==> src/rtl/pac_pkg.sv <==
// pac_pkg: shared types, codes and constants of the power admission controller
// depends on nothing
`timescale 1ns / 1ps

package pac_pkg;

  localparam int NUM_MODULES_DEF = 10;

  localparam int KIND_W   = 2;
  localparam int IDX_W    = 4;
  localparam int BYTE_W   = 8;
  localparam int CNT_W    = 4;
  localparam int MASK_W   = 10;
  localparam int STAT_W   = 2;
  localparam int CFG_IDX_W = 3;
  localparam int CFG_DAT_W = 10;

  localparam logic [KIND_W-1:0] KIND_ENABLE   = 2'd0;
  localparam logic [KIND_W-1:0] KIND_RD_CMD   = 2'd1;
  localparam logic [KIND_W-1:0] KIND_RD_STAT  = 2'd2;

  localparam logic [BYTE_W-1:0] CMD_OFF     = 8'd0;
  localparam logic [BYTE_W-1:0] CMD_ON      = 8'd1;
  localparam logic [BYTE_W-1:0] CMD_STANDBY = 8'd2;
  localparam logic [BYTE_W-1:0] REPLY_ERROR = 8'd255;

  localparam logic [1:0] PST_OFF        = 2'd0;
  localparam logic [1:0] PST_ON         = 2'd1;
  localparam logic [1:0] PST_GO_STANDBY = 2'd2;
  localparam logic [1:0] PST_ERROR      = 2'd3;

  localparam logic [STAT_W-1:0] STS_OK      = 2'd0;
  localparam logic [STAT_W-1:0] STS_ILLEGAL = 2'd1;
  localparam logic [STAT_W-1:0] STS_BLOCKED = 2'd2;
  localparam logic [STAT_W-1:0] STS_MOD_ERR = 2'd3;

  localparam logic [1:0] LOG_NONE    = 2'd0;
  localparam logic [1:0] LOG_BAD_CMD = 2'd1;
  localparam logic [1:0] LOG_BLOCKED = 2'd2;

  localparam logic [CFG_IDX_W-1:0] CFG_MAX_NORMAL = 3'd0;
  localparam logic [CFG_IDX_W-1:0] CFG_MAX_DEBUG  = 3'd1;
  localparam logic [CFG_IDX_W-1:0] CFG_MAX_SB     = 3'd2;
  localparam logic [CFG_IDX_W-1:0] CFG_SB_MASK    = 3'd3;
  localparam logic [CFG_IDX_W-1:0] CFG_TROUBLE    = 3'd4;

  typedef struct packed {
    logic [1:0]        state;
    logic              sb_flag;
    logic              pwr_en;
    logic [BYTE_W-1:0] last_cmd;
    logic [STAT_W-1:0] last_stat;
  } entry_t;

  typedef struct packed {
    logic [CNT_W-1:0]  max_normal;
    logic [CNT_W-1:0]  max_debug;
    logic [CNT_W-1:0]  max_sb;
    logic [MASK_W-1:0] sb_mask;
    logic              trouble;
  } cfg_t;

  typedef struct packed {
    logic [KIND_W-1:0] kind;
    logic [IDX_W-1:0]  module_index;
    logic [BYTE_W-1:0] command_byte;
    logic              enable_failed;
    logic              stop_failed;
  } req_t;

  typedef struct packed {
    logic [BYTE_W-1:0] reply_byte;
    logic [STAT_W-1:0] reply_status;
    logic              power_on_pulse;
    logic              power_off_pulse;
    logic              stop_pulse;
    logic              wake_async;
    logic [1:0]        logged_error;
    logic [CNT_W-1:0]  powered_now;
    logic [CNT_W-1:0]  standby_now;
  } res_t;

endpackage

==> src/rtl/pac_in_if.sv <==
// pac_in_if: request channel, valid/ready plus request fields
// depends on pac_pkg
`timescale 1ns / 1ps

interface pac_in_if
  import pac_pkg::*;
();
  logic              valid;
  logic              ready;
  logic [KIND_W-1:0] kind;
  logic [IDX_W-1:0]  module_index;
  logic [BYTE_W-1:0] command_byte;
  logic              enable_failed;
  logic              stop_failed;

  modport source (
    output valid, kind, module_index, command_byte, enable_failed, stop_failed,
    input  ready
  );
  modport sink (
    input  valid, kind, module_index, command_byte, enable_failed, stop_failed,
    output ready
  );
endinterface

==> src/rtl/pac_out_if.sv <==
// pac_out_if: result channel, valid/ready plus result fields
// depends on pac_pkg
`timescale 1ns / 1ps

interface pac_out_if
  import pac_pkg::*;
();
  logic              valid;
  logic              ready;
  logic [BYTE_W-1:0] reply_byte;
  logic [STAT_W-1:0] reply_status;
  logic              power_on_pulse;
  logic              power_off_pulse;
  logic              stop_pulse;
  logic              wake_async;
  logic [1:0]        logged_error;
  logic [CNT_W-1:0]  powered_now;
  logic [CNT_W-1:0]  standby_now;

  modport source (
    output valid, reply_byte, reply_status, power_on_pulse, power_off_pulse,
           stop_pulse, wake_async, logged_error, powered_now, standby_now,
    input  ready
  );
  modport sink (
    input  valid, reply_byte, reply_status, power_on_pulse, power_off_pulse,
           stop_pulse, wake_async, logged_error, powered_now, standby_now,
    output ready
  );
endinterface

==> src/rtl/power_admission_controller_unit.sv <==
// power_admission_controller_unit: top level of the power admission controller
// depends on pac_pkg, pac_in_if, pac_out_if, pac_cfg_regs, pac_state_mem, pac_update
//
//   port    | direction | transfers
//   in_ch   | sink      | request item: kind, module_index, command_byte, failure flags
//   out_ch  | source    | result item: reply, pulses, logged_error, counts
//   cfg_*   | write     | limit, mask and mode registers, indexes 0 to 4
//
// the accept step stores the request and issues the state memory read; the update
// stage then updates the entry, writes it back and loads the output register
// a new item is taken once the previous one has left the update stage
// a full output register holds the update stage until out_ch is ready
// reset clears the counters, the valid flags and the entry valid bits, and loads config defaults
`timescale 1ns / 1ps

module power_admission_controller_unit
  import pac_pkg::*;
#(
  parameter int NUM_MODULES = NUM_MODULES_DEF
) (
  input  logic                 clk,
  input  logic                 rst_n,
  pac_in_if.sink               in_ch,
  pac_out_if.source            out_ch,
  input  logic                 cfg_we,
  input  logic [CFG_IDX_W-1:0] cfg_index,
  input  logic [CFG_DAT_W-1:0] cfg_wdata
);

  localparam int AW = (NUM_MODULES > 1) ? $clog2(NUM_MODULES) : 1;

  cfg_t             cfg;
  req_t             req_r;
  logic             pend_r;
  logic             out_vld_r;
  res_t             res_r;
  logic [CNT_W-1:0] pwr_cnt_r;
  logic [CNT_W-1:0] sb_cnt_r;

  logic             accept;
  logic             in_range;
  logic             fire;
  entry_t           rd_data;
  logic             upd_wr;
  entry_t           ent_nxt;
  logic [CNT_W-1:0] pwr_cnt_nxt;
  logic [CNT_W-1:0] sb_cnt_nxt;
  res_t             res_nxt;

  assign in_ch.ready = !pend_r;
  assign accept      = in_ch.valid && !pend_r;
  assign in_range    = ({1'b0, in_ch.module_index} < (IDX_W+1)'(NUM_MODULES));
  assign fire        = pend_r && (!out_vld_r || out_ch.ready);

  pac_cfg_regs u_cfg (
    .clk       (clk),
    .rst_n     (rst_n),
    .cfg_we    (cfg_we),
    .cfg_index (cfg_index),
    .cfg_wdata (cfg_wdata),
    .cfg       (cfg)
  );

  pac_state_mem #(
    .DEPTH (NUM_MODULES),
    .AW    (AW)
  ) u_mem (
    .clk     (clk),
    .rst_n   (rst_n),
    .rd_en   (accept && in_range),
    .rd_addr (in_ch.module_index[AW-1:0]),
    .rd_data (rd_data),
    .wr_en   (fire && upd_wr),
    .wr_addr (req_r.module_index[AW-1:0]),
    .wr_data (ent_nxt)
  );

  pac_update #(
    .NUM_MODULES (NUM_MODULES)
  ) u_upd (
    .req         (req_r),
    .ent         (rd_data),
    .cfg         (cfg),
    .pwr_cnt     (pwr_cnt_r),
    .sb_cnt      (sb_cnt_r),
    .wr_en       (upd_wr),
    .ent_nxt     (ent_nxt),
    .pwr_cnt_nxt (pwr_cnt_nxt),
    .sb_cnt_nxt  (sb_cnt_nxt),
    .res         (res_nxt)
  );

  always_ff @(posedge clk) begin
    if (accept) begin
      req_r.kind          <= in_ch.kind;
      req_r.module_index  <= in_ch.module_index;
      req_r.command_byte  <= in_ch.command_byte;
      req_r.enable_failed <= in_ch.enable_failed;
      req_r.stop_failed   <= in_ch.stop_failed;
    end
    if (fire) begin
      res_r <= res_nxt;
    end
  end

  always_ff @(posedge clk) begin
    if (!rst_n) begin
      pend_r    <= 1'b0;
      out_vld_r <= 1'b0;
      pwr_cnt_r <= '0;
      sb_cnt_r  <= '0;
    end else begin
      if (accept) begin
        pend_r <= 1'b1;
      end else if (fire) begin
        pend_r <= 1'b0;
      end
      if (fire) begin
        out_vld_r <= 1'b1;
        pwr_cnt_r <= pwr_cnt_nxt;
        sb_cnt_r  <= sb_cnt_nxt;
      end else if (out_ch.ready) begin
        out_vld_r <= 1'b0;
      end
    end
  end

  assign out_ch.valid           = out_vld_r;
  assign out_ch.reply_byte      = res_r.reply_byte;
  assign out_ch.reply_status    = res_r.reply_status;
  assign out_ch.power_on_pulse  = res_r.power_on_pulse;
  assign out_ch.power_off_pulse = res_r.power_off_pulse;
  assign out_ch.stop_pulse      = res_r.stop_pulse;
  assign out_ch.wake_async      = res_r.wake_async;
  assign out_ch.logged_error    = res_r.logged_error;
  assign out_ch.powered_now     = res_r.powered_now;
  assign out_ch.standby_now     = res_r.standby_now;

endmodule

==> src/rtl/pac_cfg_regs.sv <==
// pac_cfg_regs: limit, mask and mode registers behind the write port
// depends on pac_pkg
`timescale 1ns / 1ps

module pac_cfg_regs
  import pac_pkg::*;
(
  input  logic                 clk,
  input  logic                 rst_n,
  input  logic                 cfg_we,
  input  logic [CFG_IDX_W-1:0] cfg_index,
  input  logic [CFG_DAT_W-1:0] cfg_wdata,
  output cfg_t                 cfg
);

  cfg_t cfg_r;

  always_ff @(posedge clk) begin
    if (!rst_n) begin
      cfg_r.max_normal <= 4'd3;
      cfg_r.max_debug  <= 4'd10;
      cfg_r.max_sb     <= 4'd1;
      cfg_r.sb_mask    <= 10'd32;
      cfg_r.trouble    <= 1'b0;
    end else if (cfg_we) begin
      case (cfg_index)
        CFG_MAX_NORMAL: cfg_r.max_normal <= cfg_wdata[CNT_W-1:0];
        CFG_MAX_DEBUG:  cfg_r.max_debug  <= cfg_wdata[CNT_W-1:0];
        CFG_MAX_SB:     cfg_r.max_sb     <= cfg_wdata[CNT_W-1:0];
        CFG_SB_MASK:    cfg_r.sb_mask    <= cfg_wdata[MASK_W-1:0];
        CFG_TROUBLE:    cfg_r.trouble    <= cfg_wdata[0];
        default: begin
        end
      endcase
    end
  end

  assign cfg = cfg_r;

endmodule

==> src/rtl/pac_state_mem.sv <==
// pac_state_mem: per-module state memory, one write and one registered read port
// entries not yet written read as zero through per-entry valid bits; depends on pac_pkg
`timescale 1ns / 1ps

module pac_state_mem
  import pac_pkg::*;
#(
  parameter int DEPTH = NUM_MODULES_DEF,
  parameter int AW    = (DEPTH > 1) ? $clog2(DEPTH) : 1
) (
  input  logic          clk,
  input  logic          rst_n,
  input  logic          rd_en,
  input  logic [AW-1:0] rd_addr,
  output entry_t        rd_data,
  input  logic          wr_en,
  input  logic [AW-1:0] wr_addr,
  input  entry_t        wr_data
);

  entry_t           mem [DEPTH];
  logic [DEPTH-1:0] valid_r;
  entry_t           rd_q_r;
  logic             rd_vld_r;

  always_ff @(posedge clk) begin
    if (wr_en) begin
      mem[wr_addr] <= wr_data;
    end
  end

  always_ff @(posedge clk) begin
    if (!rst_n) begin
      valid_r <= '0;
    end else if (wr_en) begin
      valid_r[wr_addr] <= 1'b1;
    end
  end

  always_ff @(posedge clk) begin
    if (rd_en) begin
      rd_q_r <= mem[rd_addr];
    end
  end

  always_ff @(posedge clk) begin
    if (!rst_n) begin
      rd_vld_r <= 1'b0;
    end else if (rd_en) begin
      rd_vld_r <= valid_r[rd_addr];
    end
  end

  assign rd_data = rd_vld_r ? rd_q_r : '0;

endmodule

==> src/rtl/pac_update.sv <==
// pac_update: admission decision and new entry, counters and result for one item
// combinational; depends on pac_pkg
`timescale 1ns / 1ps

module pac_update
  import pac_pkg::*;
#(
  parameter int NUM_MODULES = NUM_MODULES_DEF
) (
  input  req_t             req,
  input  entry_t           ent,
  input  cfg_t             cfg,
  input  logic [CNT_W-1:0] pwr_cnt,
  input  logic [CNT_W-1:0] sb_cnt,
  output logic             wr_en,
  output entry_t           ent_nxt,
  output logic [CNT_W-1:0] pwr_cnt_nxt,
  output logic [CNT_W-1:0] sb_cnt_nxt,
  output res_t             res
);

  function automatic logic [CNT_W-1:0] inc_sat(input logic [CNT_W-1:0] v);
    return (v == {CNT_W{1'b1}}) ? v : v + 1'b1;
  endfunction

  function automatic logic [CNT_W-1:0] dec_sat(input logic [CNT_W-1:0] v);
    return (v == '0) ? v : v - 1'b1;
  endfunction

  logic                   in_range;
  logic [(1<<IDX_W)-1:0]  mask_ext;
  logic                   sb_allowed;
  logic                   want_sb;
  logic [CNT_W-1:0]       limit;
  logic [STAT_W-1:0]      st;

  assign in_range   = ({1'b0, req.module_index} < (IDX_W+1)'(NUM_MODULES));
  assign mask_ext   = (1 << IDX_W)'(cfg.sb_mask);
  assign sb_allowed = ({1'b0, req.module_index} < (IDX_W+1)'(MASK_W))
                      && mask_ext[req.module_index];
  assign want_sb    = (req.command_byte == CMD_STANDBY);
  assign limit      = cfg.trouble ? cfg.max_debug : cfg.max_normal;

  always_comb begin
    wr_en       = 1'b0;
    ent_nxt     = ent;
    pwr_cnt_nxt = pwr_cnt;
    sb_cnt_nxt  = sb_cnt;
    res         = '0;
    st          = STS_OK;

    if (!in_range) begin
      res.reply_status = STS_ILLEGAL;
    end else begin
      case (req.kind)
        KIND_ENABLE: begin
          wr_en            = 1'b1;
          ent_nxt.last_cmd = req.command_byte;
          if (req.command_byte == CMD_OFF) begin
            if (ent.state != PST_OFF) begin
              res.stop_pulse      = 1'b1;
              res.power_off_pulse = 1'b1;
              if (req.stop_failed) begin
                st = STS_ILLEGAL;
              end
              if (req.enable_failed) begin
                st            = STS_ILLEGAL;
                ent_nxt.state = PST_ERROR;
              end else begin
                ent_nxt.pwr_en  = 1'b0;
                ent_nxt.state   = PST_OFF;
                ent_nxt.sb_flag = 1'b0;
                if (ent.sb_flag) begin
                  sb_cnt_nxt = dec_sat(sb_cnt);
                end else begin
                  pwr_cnt_nxt = dec_sat(pwr_cnt);
                end
              end
            end
          end else if (ent.state == PST_ERROR) begin
            st = STS_MOD_ERR;
          end else if (want_sb && !sb_allowed) begin
            res.logged_error = LOG_BAD_CMD;
            st               = STS_BLOCKED;
          end else if (req.command_byte != CMD_ON && !want_sb) begin
            res.logged_error = LOG_BAD_CMD;
            st               = STS_ILLEGAL;
          end else if (ent.state != PST_OFF && ent.sb_flag == want_sb) begin
            st = STS_OK;
          end else if (ent.state == PST_OFF) begin
            if (want_sb ? (sb_cnt >= cfg.max_sb) : (pwr_cnt >= limit)) begin
              res.logged_error = LOG_BLOCKED;
              st               = STS_BLOCKED;
            end else begin
              res.power_on_pulse = 1'b1;
              if (req.enable_failed) begin
                st = STS_ILLEGAL;
              end else begin
                ent_nxt.pwr_en = 1'b1;
                ent_nxt.state  = PST_ON;
                res.wake_async = 1'b1;
                if (want_sb) begin
                  ent_nxt.sb_flag = 1'b1;
                  sb_cnt_nxt      = inc_sat(sb_cnt);
                end else begin
                  pwr_cnt_nxt = inc_sat(pwr_cnt);
                end
              end
            end
          end else if (!want_sb) begin
            if (pwr_cnt >= limit) begin
              res.logged_error = LOG_BLOCKED;
              st               = STS_BLOCKED;
            end else begin
              ent_nxt.sb_flag = 1'b0;
              sb_cnt_nxt      = dec_sat(sb_cnt);
              pwr_cnt_nxt     = inc_sat(pwr_cnt);
            end
          end else begin
            if (sb_cnt >= cfg.max_sb) begin
              res.logged_error = LOG_BLOCKED;
              st               = STS_BLOCKED;
            end else begin
              ent_nxt.sb_flag = 1'b1;
              sb_cnt_nxt      = inc_sat(sb_cnt);
              pwr_cnt_nxt     = dec_sat(pwr_cnt);
              ent_nxt.state   = PST_GO_STANDBY;
              res.wake_async  = 1'b1;
            end
          end
          ent_nxt.last_stat = st;
          res.reply_status  = st;
        end
        KIND_RD_CMD: begin
          res.reply_byte   = ent.last_cmd;
          res.reply_status = ent.last_stat;
        end
        KIND_RD_STAT: begin
          if (ent.state == PST_ERROR) begin
            res.reply_byte   = REPLY_ERROR;
            res.reply_status = STS_MOD_ERR;
          end else begin
            res.reply_byte = BYTE_W'(ent.pwr_en) + BYTE_W'(ent.sb_flag);
          end
        end
        default: begin
        end
      endcase
    end

    res.powered_now = pwr_cnt_nxt;
    res.standby_now = sb_cnt_nxt;
  end

endmodule
==> src/flat_wrapper.sv <==
// flat-port wrapper written by rule: the top's interface ports become plain ports
module power_admission_controller_unit_flat import pac_pkg::*;
#(
  parameter int NUM_MODULES = NUM_MODULES_DEF
)
  (clk, rst_n, cfg_we, cfg_index, cfg_wdata, in_ch_valid, in_ch_kind, in_ch_module_index, in_ch_command_byte, in_ch_enable_failed, in_ch_stop_failed, in_ch_ready, out_ch_valid, out_ch_reply_byte, out_ch_reply_status, out_ch_power_on_pulse, out_ch_power_off_pulse, out_ch_stop_pulse, out_ch_wake_async, out_ch_logged_error, out_ch_powered_now, out_ch_standby_now, out_ch_ready);
  pac_in_if in_ch_i ();
  pac_out_if out_ch_i ();
  input  logic clk;
  input  logic rst_n;
  input  logic cfg_we;
  input  logic [CFG_IDX_W-1:0] cfg_index;
  input  logic [CFG_DAT_W-1:0] cfg_wdata;
  input wire logic [$bits(in_ch_i.valid)-1:0] in_ch_valid;
  input wire logic [$bits(in_ch_i.kind)-1:0] in_ch_kind;
  input wire logic [$bits(in_ch_i.module_index)-1:0] in_ch_module_index;
  input wire logic [$bits(in_ch_i.command_byte)-1:0] in_ch_command_byte;
  input wire logic [$bits(in_ch_i.enable_failed)-1:0] in_ch_enable_failed;
  input wire logic [$bits(in_ch_i.stop_failed)-1:0] in_ch_stop_failed;
  output wire logic [$bits(in_ch_i.ready)-1:0] in_ch_ready;
  output wire logic [$bits(out_ch_i.valid)-1:0] out_ch_valid;
  output wire logic [$bits(out_ch_i.reply_byte)-1:0] out_ch_reply_byte;
  output wire logic [$bits(out_ch_i.reply_status)-1:0] out_ch_reply_status;
  output wire logic [$bits(out_ch_i.power_on_pulse)-1:0] out_ch_power_on_pulse;
  output wire logic [$bits(out_ch_i.power_off_pulse)-1:0] out_ch_power_off_pulse;
  output wire logic [$bits(out_ch_i.stop_pulse)-1:0] out_ch_stop_pulse;
  output wire logic [$bits(out_ch_i.wake_async)-1:0] out_ch_wake_async;
  output wire logic [$bits(out_ch_i.logged_error)-1:0] out_ch_logged_error;
  output wire logic [$bits(out_ch_i.powered_now)-1:0] out_ch_powered_now;
  output wire logic [$bits(out_ch_i.standby_now)-1:0] out_ch_standby_now;
  input wire logic [$bits(out_ch_i.ready)-1:0] out_ch_ready;
  assign in_ch_i.valid = in_ch_valid;
  assign in_ch_i.kind = in_ch_kind;
  assign in_ch_i.module_index = in_ch_module_index;
  assign in_ch_i.command_byte = in_ch_command_byte;
  assign in_ch_i.enable_failed = in_ch_enable_failed;
  assign in_ch_i.stop_failed = in_ch_stop_failed;
  assign in_ch_ready = in_ch_i.ready;
  assign out_ch_valid = out_ch_i.valid;
  assign out_ch_reply_byte = out_ch_i.reply_byte;
  assign out_ch_reply_status = out_ch_i.reply_status;
  assign out_ch_power_on_pulse = out_ch_i.power_on_pulse;
  assign out_ch_power_off_pulse = out_ch_i.power_off_pulse;
  assign out_ch_stop_pulse = out_ch_i.stop_pulse;
  assign out_ch_wake_async = out_ch_i.wake_async;
  assign out_ch_logged_error = out_ch_i.logged_error;
  assign out_ch_powered_now = out_ch_i.powered_now;
  assign out_ch_standby_now = out_ch_i.standby_now;
  assign out_ch_i.ready = out_ch_ready;
  power_admission_controller_unit #(.NUM_MODULES(NUM_MODULES)) u_core (.clk(clk), .rst_n(rst_n), .in_ch(in_ch_i), .out_ch(out_ch_i), .cfg_we(cfg_we), .cfg_index(cfg_index), .cfg_wdata(cfg_wdata));
endmodule
==> config.mk <==
export PLATFORM = sky130hd
export DESIGN_NAME = power_admission_controller_unit_flat
export DESIGN_NICKNAME = d
export VERILOG_FILES = /design/src/rtl/pac_pkg.sv /design/src/rtl/pac_in_if.sv /design/src/rtl/pac_out_if.sv /design/src/rtl/power_admission_controller_unit.sv /design/src/rtl/pac_cfg_regs.sv /design/src/rtl/pac_state_mem.sv /design/src/rtl/pac_update.sv /design/src/flat_wrapper.sv
export SDC_FILE = /design/constraint.sdc
export NUM_CORES = 1
export LEC_CHECK = 0
export ABC_AREA = 0
export CAP_MARGIN = 20
export CORE_UTILIZATION = 62
export DETAILED_ROUTE_END_ITERATION = 6
export DONT_BUFFER_PORTS = 1
export PLACE_DENSITY = 0.78
export SLEW_MARGIN = 20
export SYNTH_ARGS = -nofsm -noshare
export SYNTH_HDL_FRONTEND = slang
export SYNTH_SLANG_ARGS = --single-unit
==> constraint.sdc <==
create_clock -name clk -period 7.5 [get_ports clk]
set_input_delay 1.125 -clock clk [delete_from_list [all_inputs] [get_ports clk]]
set_output_delay 1.125 -clock clk [all_outputs]
set_load 0.02 [all_outputs]
After elaboration in Yosys (flattened, before gate mapping)
Memory sizes are Yosys's and may differ from the RTL's. A register that Yosys moved wholly into a read port is not among the register bits.
Index checks and enable logic that the tools add are counted.

storage, ports and cells
  memories = 1
  flip-flop bits (word level) = 84
  memory bits (read-only) = 0
  output and inout port bits = 26
  bits in latches = 0
  RAM bits = 140

memory list
  name              words  bits a word  read ports  clocked after Yosys merged registers in  write ports  RTL line             RTL
  u_core.u_mem.mem  10     14           1           1                                        1            pac_state_mem.sv:21  entry_t mem [DEPTH];

operators by class
  shift operators = 0
  $add $sub $neg = 5
  bitwise operators = 4
  mux-type cells = 103
  magnitude comparators = 7
  div/mod/pow operators = 0
  equality and inequality tests = 12
  $mul = 0
  reduce and logical (&&, ||, !) cells = 32

operators by type and width
  cell                   count
  $mux W4                47
  $mux W14               3
  $mux W2                18
  $mux W1                26
  $pmux W8 S2            1
  $lt A4 B5 Y1 const B   2
  $or A10 B10 Y10        1
  $reduce_and A2 Y1      5
  $logic_and A1 B1 Y1    9
  $mux W3                3
  $add A4 B1 Y4 const B  2
  $bmux W1 S4            2
  $eq A4 B4 Y1 const B   2
  $eq A8 B2 Y1 const B   1
  $ge A4 B4 Y1           2
  $logic_not A4 Y1       2
  $logic_not A8 Y1       1
  $lt A4 B4 Y1 const B   2
  $mux W8                1
  $ne A8 B1 Y1 const B   1
  $reduce_or A8 Y1       1
  $sub A4 B1 Y4 const B  2
  $reduce_or A7 Y1       1
  $eq A3 B2 Y1 const B   2
  other kinds (17)       26

Depth between registers and ports, before layout
Gate-level depths: netlist (run 1).

  depth after elaboration = 13
  gate-level depth with buffers = 11
  mapped depth without buffers = 9

Cells and area by module
Synthesis (run 1) repeated with hierarchy kept, for this count alone.

second synthesis, totals
  cell total of the unflattened synthesis = 832
  area total of the unflattened synthesis = 10934.2 um2

by module, submodules not included
  module                           seq. area each (um2)  cells an instance  instances  area each (um2)
  pac_state_mem                    4844.6                322                1          6317.3
  pac_update                       0.0                   330                1          2014.4
  power_admission_controller_unit  1401.3                86                 1          1644.1
  pac_cfg_regs                     460.4                 94                 1          958.4

Least setup slack after synthesis (run 1)
OpenSTA, ideal clock, no wires.

  kind = input -> register
  start = input port out_ch_ready
  end = memory u_core.u_mem.mem[0][0] (netlist name), enable pin
  library setup time = 405 ps
  setup slack = 3573 ps
  data required time = 7095 ps
  arrival time = 3522 ps
  stages on the path = 6
  path buffers = 0
  cells stage by stage = nand2b_1 > nand2_1 > inv_1 > nand2_1 > or3_1 > nor3_1

on the way
  cells in the longest elaborated chain, start to end = 5

ends and longest elaborated chain
  element                        RTL line                               RTL
  start: declaration             flat_wrapper.sv:31                     input wire logic [$bits(out_ch_i.ready)-1:0] out_ch_ready;
  $logic_or A1 B1 Y1             power_admission_controller_unit.sv:53  assign fire = pend_r && (!out_vld_r || out_ch.ready);
  $logic_and A1 B1 Y1            power_admission_controller_unit.sv:53
  via u_core.fire                power_admission_controller_unit.sv:42  logic fire;
  $logic_and A1 B1 Y1            power_admission_controller_unit.sv:73  .wr_en (fire && upd_wr),
  $mux W1                        pac_state_mem.sv:27                    if (wr_en) begin
  $mux W1 (not written as such)  pac_state_mem.sv:28                    mem[wr_addr] <= wr_data;
  end: declaration               pac_state_mem.sv:21

The timed path passes the listed nets, and every way through them passes these cells.

Worst setup path in the final report (run 1)
  start = register u_core.req_r[11] (netlist name)
  end = memory u_core.u_mem.mem[2][12] (netlist name), enable pin

on the way
  cells in the longest elaborated chain, start to end = 5

ends and longest elaborated chain
  element                        RTL line                               RTL
  start: declaration             power_admission_controller_unit.sv:33  req_t req_r;
  $lt A4 B4 Y1                   pac_update.sv:37                       assign in_range = ({1'b0, req.module_index} < (IDX_W+1)'(NUM_MODULES));
  $mux W1                        pac_update.sv:52                       if (!in_range) begin
  $logic_and A1 B1 Y1            power_admission_controller_unit.sv:73
  $mux W1                        pac_state_mem.sv:27
  $mux W1 (not written as such)  pac_state_mem.sv:28

Parallel ways exist; a longest one is shown, timed or not.

==> summary.txt, run 1 <==
Synthesis
  • Count of synthesis-stage warnings from yosys: 0
  • Number of storage elements in the synthesis netlist: 237
  • Top post-synthesis cells by area: edfxtp_1, dfxtp_1, mux4_2, mux2i_1, nand2_1
  • Synth Area in XOR/XNOR: 0.002485
  • FFs w/ async S/R, synth: 0
  • Share of synthesized area occupied by flip-flops and latches: 0.6315
  • Prevailing post-synth register cell: edfxtp_1
  • Share of synthesized cell area in and, or, nand and nor gates: 0.1115
  • Syn Nets: 847
  • EDFF count, synth: 193
  • Yosys top cell area share: 0.5482
  • Post-synthesis instance area: approximately 0.011 sq mm
  • Adder and majority cell fraction of the synthesized area: 0.02130
  • Cells after Synth: 795
  • Average size of a mapped cell: 13.30 sq um
  • Multiplexer area fraction after synthesis: 0.1032
  • Largest family of logic cells by synthesized area: simple AND/OR/NAND/NOR gates
  • Number of distinct library cell variants in the gate-level netlist after synthesis: 71
  • Share of the synthesized area in compound gates (AO/OA/AOI/OAI): 0.1056
  • Biggest area consumer among synthesized cells: edfxtp_1

Floorplanning
  • IO Count: 60
  • Effective utilization at floorplan: 0.6353
  • DIE AREA: 0.01758 sq mm
  • Row count: 47
  • Die Span Y: 132.6 um
  • Floorplan Core Area: 0.01664 sq mm
  • Die span in x: 132.6 um

Finish
  • Final-layout fill cell count: between 1000 and 1500
  • Non-Filler Instances: 1025
  • Number of diodes: 0
  • Share of cells above drive strength 1: 0.1304
  • Area growth, synth to finish: 9.834%
  • Post-layout instance area: roughly 0.012 sq mm
  • Nets: 838

Clock tree
  • Buffer depth of the longest clock path: 3
  • Clock tree root driver cell: clkbuf_16
  • Gates resized, CTS repair: 0
  • Number of CTS-inserted buffers: 25
  • Number of buffers added to fix hold violations after cts: 0
  • H-Tree Depth: 1
  • Reg clk slew, reported paths: 0.06 ns
  • TritonCTS clock tree: yes
  • Total number of clock tree sinks: between 200 and 250
  • Number of post-CTS setup repair buffers: 0
  • Skew-Pair Late Insertion Delay: roughly 0.53 ns

Timing
  • Shortest clock period the worst path allows after layout: 3.993 ns
  • Final Hold Viols: 0
  • Worst Tran Pin Value: between 1 and 1.5 ns
  • Unrepaired setup endpoints after global routing: false
  • Fin crit share: 0.5325
  • Setup violation total in the final timing report: 0
  • Largest clock skew in the final design: about 0.0084 ns
  • Hold_ws: 0.4645 ns
  • Number of max-slew violations in the final report: 0
  • Max-slew headroom at the worst pin: 0.2919
  • Final worst setup slack: 3.507 ns
  • Post-route setup TNS: 0 ns
  • Timing-limited maximum frequency: 250.4 MHz

Global routing
  • Maximum number of pins on one net before global-route repair: between 40 and 50
  • Antenna violations before repair: 0
  • Via count of the first global-routing pass: 6563
  • Overall routing resource usage: 0.2793
  • Wire length of the first global-routing pass: 37.07 mm
  • Sum of overflow across all layers after global routing: 0

Flow run
  • Max Cap Viol: 0

Setup path
  • Worst setup EP type: register
  • Worst setup path class: register to register
  • Kind of cell with the highest combined delay on the critical path: simple AND/OR/NAND/NOR gates
  • Crit path DAT: 4.14 ns
  • Worst-path cell with the longest stage delay: and2_0
  • Required time worst endpoint: 7.65 ns
  • Crit path launch type: register
  • Number of buffer and inverter instances along the worst setup path: 0
  • Biggest cell delay along the critical path: 0.75 ns
  • Cell-by-cell listing of the critical path: o21ai_0 -> and2_0 -> nand2_1 -> or3_1 -> nor2_2
  • Top fanout value on the critical path: 15

Power
  • PwrDens: 245.1 mW/mm^2
  • Static leakage: 3.874 nW
  • Maximum resistive drop on vdd: roughly 0.00032 V

Place
  • Post-placement cell area: 0.01077 sq mm
  • Placer congestion estimate: 0.8835
  • Total of buffers placed on input and output ports: 0
  • Number of instances in the placed design: between 900 and 1000
  • Worst setup timing slack at the placement stage: 3.349 ns
  • Placed wire-length estimate: 15.77 mm

Routing
  • ANT nets after route: 0
  • Vias after detailed routing: 6676
  • Routed WL: 23.95 mm
  • Number of optimization iterations in the first detailed-route pass: 7
  • Remaining routing DRC violations: 5
  • Number of vias per cell: 6.513
  • Routed length per instance: 23.37 um
  • Number of violations reported at the end of detailed-routing iteration 0: 713

Outcome
  • Outcome: finished with violations
  • Violations in the final reports: DRC

Worst hold path
  • Worst min path class: register to register
report_power, final:
group	leakage, nW	total (mW)	internal (mW)	switching, mW
clock network	0.411	1.22	0.721	0.502
logic	1.31	0.137	0.0510	0.0862
registers	2.16	1.49	1.45	0.0318
total	3.87	2.85	2.23	0.620
metal layers:
layer,up-vias,GRT usage,part of all wire
met5,-,0,0
met4,0,0.07727,0.024
met3,50,0.04291,0.063
met2,302,0.4769,0.51
met1,3308,0.3750,0.41
li1,3016,-,-
cells by family after synthesis:
group | count (synthesis)
xor gates and xnor gates | 3
buffers and inverters | 65
DFF | 237
adders and majority gates | 18
AOI/OAI and AO/OA | 167
and+or+nand+nor | 234
muxes | 71
cell usage after synthesis (all sizes together) (2+ instances only):
cell,n
xnor2,2
o21bai,3
or4b,2
nor3,12
mux2,4
nand3,24
nor2b,24
and3b,2
a211o,2
or3,4
o311ai,2
nand4,2
clkbuf,36
a31oi,6
a32o,2
dfxtp,44
o21ai,29
edfxtp,193
o31ai,3
o211ai,4
a2111oi,3
o221a,2
and2,6
nand2b,8
a211oi,20
a21boi,15
mux4,30
or2,2
nor2,47
a311oi,3
o22ai,2
mux2i,37
o21a,12
o2111ai,2
inv,16
nor4,6
nand2,81
buf,13
ha,18
o32ai,5
a21oi,44
and3,6
nor4b,4
state kept, by name (all words and copies together) (netlist names), 8 cells and up:
register                  cells
u_core.req_r                 16
u_core.u_mem.valid_r         10
u_core.u_cfg.cfg             23
u_core.out_ch.reply_byte      8
u_core.u_mem.rd_q_r          14
u_core.u_mem.mem            140
metrics by stage:
step	util	total power, mW
detailed placement	0.6472	1.647
global placement	0.6463	1.640
global route	0.6978	2.920
CTS	0.6969	2.856
floorplan	-	1.616
finish	0.6978	2.846
layout make-up:
cell class,instances,area [sq um],area share
multi-input combinational,493,3675,0.3165
tap,220,275.3,0.02370
clock buffer,37,735.7,0.06336
timing repair buffer,13,97.59,0.008404
inverter,16,60.06,0.005172
clock inverter,9,92.59,0.007973
sequential,237,6676,0.5749
cells in the final DEF, fill, tap and decap left out, drive strengths merged, types with 3 or more instances in the layout:
cell / count
a2111oi: 3
a211oi: 20
a21boi: 15
a21oi: 44
a311oi: 3
a31oi: 6
and2: 6
and3: 6
buf: 13
clkbuf: 37
clkinv: 5
dfxtp: 44
edfxtp: 193
ha: 18
inv: 19
mux2: 4
mux2i: 37
mux4: 30
nand2: 81
nand2b: 8
nand3: 24
nor2: 47
nor2b: 24
nor3: 12
nor4: 6
nor4b: 4
o211ai: 4
o21a: 12
o21ai: 29
o21bai: 3
o31ai: 3
o32ai: 5
or3: 4
final timing paths:
path / startpoint / endpoint / slack (ns) / depth (start not counted)
hold reg to reg: u_core.u_mem.valid_r[3] / u_core.u_mem.valid_r[3] / 0.46 / 1
setup reg to reg: u_core.req_r[11] / u_core.u_mem.mem[2][12] / 3.51 / 5
hold / removal: u_core.u_mem.valid_r[3] / u_core.u_mem.valid_r[3] / 0.46 / 1
setup / recovery: u_core.req_r[11] / u_core.u_mem.mem[2][12] / 3.51 / 5
worst register-to-register path, cell delays in order (launching register included):
cell and delay (ns):
edfxtp_1 0.58, o21ai_0 0.71, and2_0 0.76, nand2_1 0.37
or3_1 0.52, nor2_2 0.68
(Power assumes the default switching activity.)
==> run 2: changes to the inputs <==
ABC_AREA = 1   (was 0)
clock period = 3.97 ns   (was 7.5 ns; I/O delays follow)
==> summary.txt, run 2 <==
Setup path
  • Cell-by-cell listing of the critical path: inv_1 -> ha_1 -> inv_1 -> nor2_4 -> inv_1 -> nor2_2 -> nand2_1 -> nor2_1 -> buf_4 (was o21ai_0 -> and2_0 -> nand2_1 -> or3_1 -> nor2_2)
  • Crit path DAT: 3.30 ns (was 4.14 ns)
  • Cell occurring most often along the worst timing path: inv_1
  • Top fanout value on the critical path: 24 (was 15)
  • Worst setup EP type: register (unchanged)
  • Worst-path cell with the longest stage delay: nor2_4 (was and2_0)
  • Reg-to-Reg End: u_core.u_mem.mem[7][6] (was u_core.u_mem.mem[2][12])
  • Worst setup slack for register-to-register paths: 0.90 ns (was 3.51 ns)
  • Number of buffer and inverter instances along the worst setup path: 4 (was 0)
  • Length in cells of the worst reg-to-reg path: 9 (was 5)
  • Crit path launch type: register (unchanged)
  • Worst setup path class: register to register (unchanged)
  • Origin of the critical flop-to-flop path: u_core.req_r[15] (was u_core.req_r[11])
  • Biggest cell delay along the critical path: 0.45 ns (was 0.75 ns)
  • Kind of cell with the highest combined delay on the critical path: simple AND/OR/NAND/NOR gates (unchanged)
  • Required time worst endpoint: 4.20 ns (was 7.65 ns)

Floorplanning
  • Effective utilization at floorplan: 0.6348 (was 0.6353)
  • Row count: 48 (was 47)
  • DIE AREA: 0.01825 sq mm (was 0.01758 sq mm)
  • Die Span Y: 135.1 um (was 132.6 um)
  • Die span in x: 135.1 um (was 132.6 um)
  • IO Count: 60 (unchanged)
  • Floorplan Core Area: 0.01730 sq mm (was 0.01664 sq mm)

Clock tree
  • Reg clk slew, reported paths: 0.06 ns (about the same)
  • H-Tree Depth: 1 (unchanged)
  • Number of buffers added to fix hold violations after cts: 0 (unchanged)
  • Number of CTS-inserted buffers: 25 (unchanged)
  • Number of post-CTS setup repair buffers: 0 (unchanged)
  • Total number of clock tree sinks: 237 (unchanged)
  • Buffer depth of the longest clock path: 3 (unchanged)
  • Gates resized, CTS repair: 0 (unchanged)
  • Clock tree root driver cell: clkbuf_16 (unchanged)
  • Skew-Pair Late Insertion Delay: 0.54 ns (was 0.53 ns)
  • TritonCTS clock tree: yes (unchanged)

Timing
  • Final Hold Viols: 0 (unchanged)
  • Timing-limited maximum frequency: 326.2 MHz (was 250.4 MHz)
  • Final worst setup slack: 0.9040 ns (was 3.507 ns)
  • Shortest clock period the worst path allows after layout: 3.066 ns (was 3.993 ns)
  • Largest clock skew in the final design: 0.01944 ns (was 0.008435 ns)
  • Fin crit share: 0.7723 (was 0.5325)
  • Post-route setup TNS: 0 ns (unchanged)
  • Number of max-slew violations in the final report: 0 (unchanged)
  • Max-slew headroom at the worst pin: 0.3245 (was 0.2919)
  • Unrepaired setup endpoints after global routing: false (unchanged)
  • Setup violation total in the final timing report: 0 (unchanged)
  • Worst Tran Pin Value: 1.003 ns (was 1.053 ns)

Global routing
  • Antenna violations before repair: 0 (unchanged)
  • Global-route track usage on met1: 0.3992 (was 0.3750)
  • Maximum number of pins on one net before global-route repair: 79 (was 48)
  • Sum of overflow across all layers after global routing: 0 (unchanged)
  • GR Util met3: 0.03754 (was 0.04291)
  • GR peak layer: met2 (unchanged)
  • Global-route met2 utilization: 0.4632 (was 0.4769)
  • Overall routing resource usage: 0.2870 (was 0.2793)
  • Via count of the first global-routing pass: 7650 (was 6563)
  • Wire length of the first global-routing pass: 40.32 mm (was 37.07 mm)

Place
  • Post-placement cell area: 0.01121 sq mm (was 0.01077 sq mm)
  • Placed wire-length estimate: 16.65 mm (was 15.77 mm)
  • Total of buffers placed on input and output ports: 0 (unchanged)
  • Worst setup timing slack at the placement stage: 0.9789 ns (was 3.349 ns)
  • Placer congestion estimate: 0.9686 (was 0.8835)

Synthesis
  • Syn Nets: 1159 (was 847)
  • Biggest area consumer among synthesized cells: edfxtp_1 (unchanged)
  • Cells after Synth: 1107 (was 795)
  • Yosys top cell area share: 0.5278 (was 0.5482)
  • Share of synthesized area occupied by flip-flops and latches: 0.6080 (was 0.6315)
  • Most numerous cell in the Yosys netlist: edfxtp_1 (unchanged)
  • Prevailing post-synth register cell: edfxtp_1 (unchanged)
  • EDFF count, synth: 193 (unchanged)
  • Count of synthesis-stage warnings from yosys: 0 (unchanged)
  • Post-synthesis instance area: 0.01098 sq mm (was 0.01057 sq mm)
  • FFs w/ async S/R, synth: 0 (unchanged)
  • Top post-synthesis cells by area: edfxtp_1, dfxtp_1, nand2_1, o21ai_0, nor2_1 (was edfxtp_1, dfxtp_1, mux4_2, mux2i_1, nand2_1)
  • Average size of a mapped cell: 9.919 sq um (was 13.30 sq um)
  • Number of distinct library cell variants in the gate-level netlist after synthesis: 52 (was 71)
  • List of most frequent post-synthesis cells: edfxtp_1, nand2_1, nor2_1, o21ai_0, inv_1 (was edfxtp_1, nand2_1, nor2_1, a21oi_1, dfxtp_1)
  • Number of storage elements in the synthesis netlist: 237 (unchanged)

Finish
  • Commonest non-fill, non-tap cells in the layout: edfxtp_1, nand2_1, nor2_1, o21ai_0, inv_1 (was edfxtp_1, nand2_1, nor2_1, a21oi_1, dfxtp_1)
  • Post-layout instance area: 0.01201 sq mm (was 0.01161 sq mm)
  • Final Util: 0.6941 (was 0.6978)
  • Top register by number of flip-flops: u_core.u_mem.mem (unchanged)
  • Area growth, synth to finish: 9.333% (was 9.834%)
  • Most frequent standard cell in the layout excluding fill and tap cells: edfxtp_1 (unchanged)
  • Largest register FFs: 140 (unchanged)
  • Share of cells above drive strength 1: 0.09261 (was 0.1304)
  • Number of diodes: 0 (unchanged)
  • Nets: 1158 (was 838)

Power
  • PwrDens: 453.5 mW/mm^2 (was 245.1 mW/mm^2)
  • Static leakage: 4.517 nW (was 3.874 nW)
  • Maximum resistive drop on vdd: 0.0004242 V (was 0.0003249 V)

Outcome
  • Outcome: finished with violations (unchanged)
  • Violations in the final reports: DRC (unchanged)

Routing
  • Number of optimization iterations in the first detailed-route pass: 7 (unchanged)
  • Routed length per instance: 18.85 um (was 23.37 um)
  • Routed WL: 25.41 mm (was 23.95 mm)
  • Vias after detailed routing: 8155 (was 6676)
  • Number of violations reported at the end of detailed-routing iteration 0: 916 (was 713)
  • Remaining routing DRC violations: 1 (was 5)
  • Number of vias per cell: 6.050 (was 6.513)
  • ANT nets after route: 0 (unchanged)

Flow run
  • Max Cap Viol: 0 (unchanged)

Worst hold path
  • Hold wc startpoint: in_ch_command_byte[0] (was u_core.u_mem.valid_r[3])
  • Worst min-delay path endpoint: u_core.req_r[2] (was u_core.u_mem.valid_r[3])
  • Hold Path Cell Cnt: 0 (was 1)
  • Worst min path class: primary input to register (was register to register)
[run 2: cell types whose count changed after synthesis, sizes merged, moves of 15 or more]
cell | before | now
mux4 | 30 | 0
o21ai | 29 | 149
nor2 | 47 | 176
mux2i | 37 | 3
nand2 | 81 | 191
a211oi | 20 | 2
nand3 | 24 | 55
nor2b | 24 | 0
inv | 16 | 95
a21boi | 15 | 0
[run 2: report_power, final]
part	total, mW	switching (mW)	internal [mW]
clock	2.28	0.929	1.35
combinational	0.356	0.256	0.100
sequential	2.81	0.0524	2.75
[run 2: how the worst max path moves through the flow]
stage	cells after the start	slack [ns]	endpoint	start
6_report	9	0.90	u_core.u_mem.mem[7][6]	u_core.req_r[15]
5_1_grt	9	0.68	u_core.u_mem.mem[7][6]	u_core.req_r[15]
4_1_cts	9	0.96	u_core.u_mem.mem[7][6]	u_core.req_r[15]
3_5_place_dp	9	0.98	u_core.u_mem.mem[7][5]	u_core.req_r[15]
3_3_place_gp	10	1.12	u_core.u_mem.mem[2][13]	u_core.req_r[14]
2_1_floorplan	9	1.55	u_core.u_mem.mem[2][0]	u_core.req_r[14]
[run 2: metrics by stage]
step,instances,power [mW],hold WS [ns]
3_3_place_gp,1304,3.197,0.4311
4_1_cts,1348,5.458,0.1361
3_5_place_dp,1304,3.207,0.4382
2_1_floorplan,1107,3.119,0.4238
6_report,1348,5.445,0.1482
5_1_grt,1348,5.593,0.1383
[run 2: cell families (layout without fill, tap and decap cells)]
family | after synthesis | after routing | share of synthesized area
simple gates | 443 | 443 | 0.1809
fa+ha+maj | 18 | 18 | 0.02051
mux | 3 | 3 | 0.002735
buf+inv | 149 | 165 | 0.05299
compound gates | 256 | 256 | 0.1340
xor+xnor | 1 | 1 | 0.0007978
flops | 237 | 237 | 0.6080
[run 2: routing by layer]
metal | vias up | wire length (um)
met5 | - | 0
met4 | 0 | 616
met1 | 3847 | 10520
met3 | 59 | 2290
met2 | 398 | 11980
li1 | 3851 | -
[run 2: final cells by class]
class / instances / area (sq um)
repair buffers: 17 / 127.6
well taps: 225 / 281.5
inverters: 104 / 396.6
flip-flops and latches: 237 / 6676
clock inverters: 13 / 150.1
multi-input cells: 721 / 3725
clock buffers: 31 / 648.1
fillers: 1271 / 5291
[run 2: worst reg2reg max path, stage by stage, from the launching register on]
cell	delay [ns]
edfxtp_1	0.44
inv_1	0.11
ha_1	0.19
inv_1	0.08
nor2_4	0.45
inv_1	0.37
nor2_2	0.27
nand2_1	0.14
nor2_1	0.41
buf_4	0.31
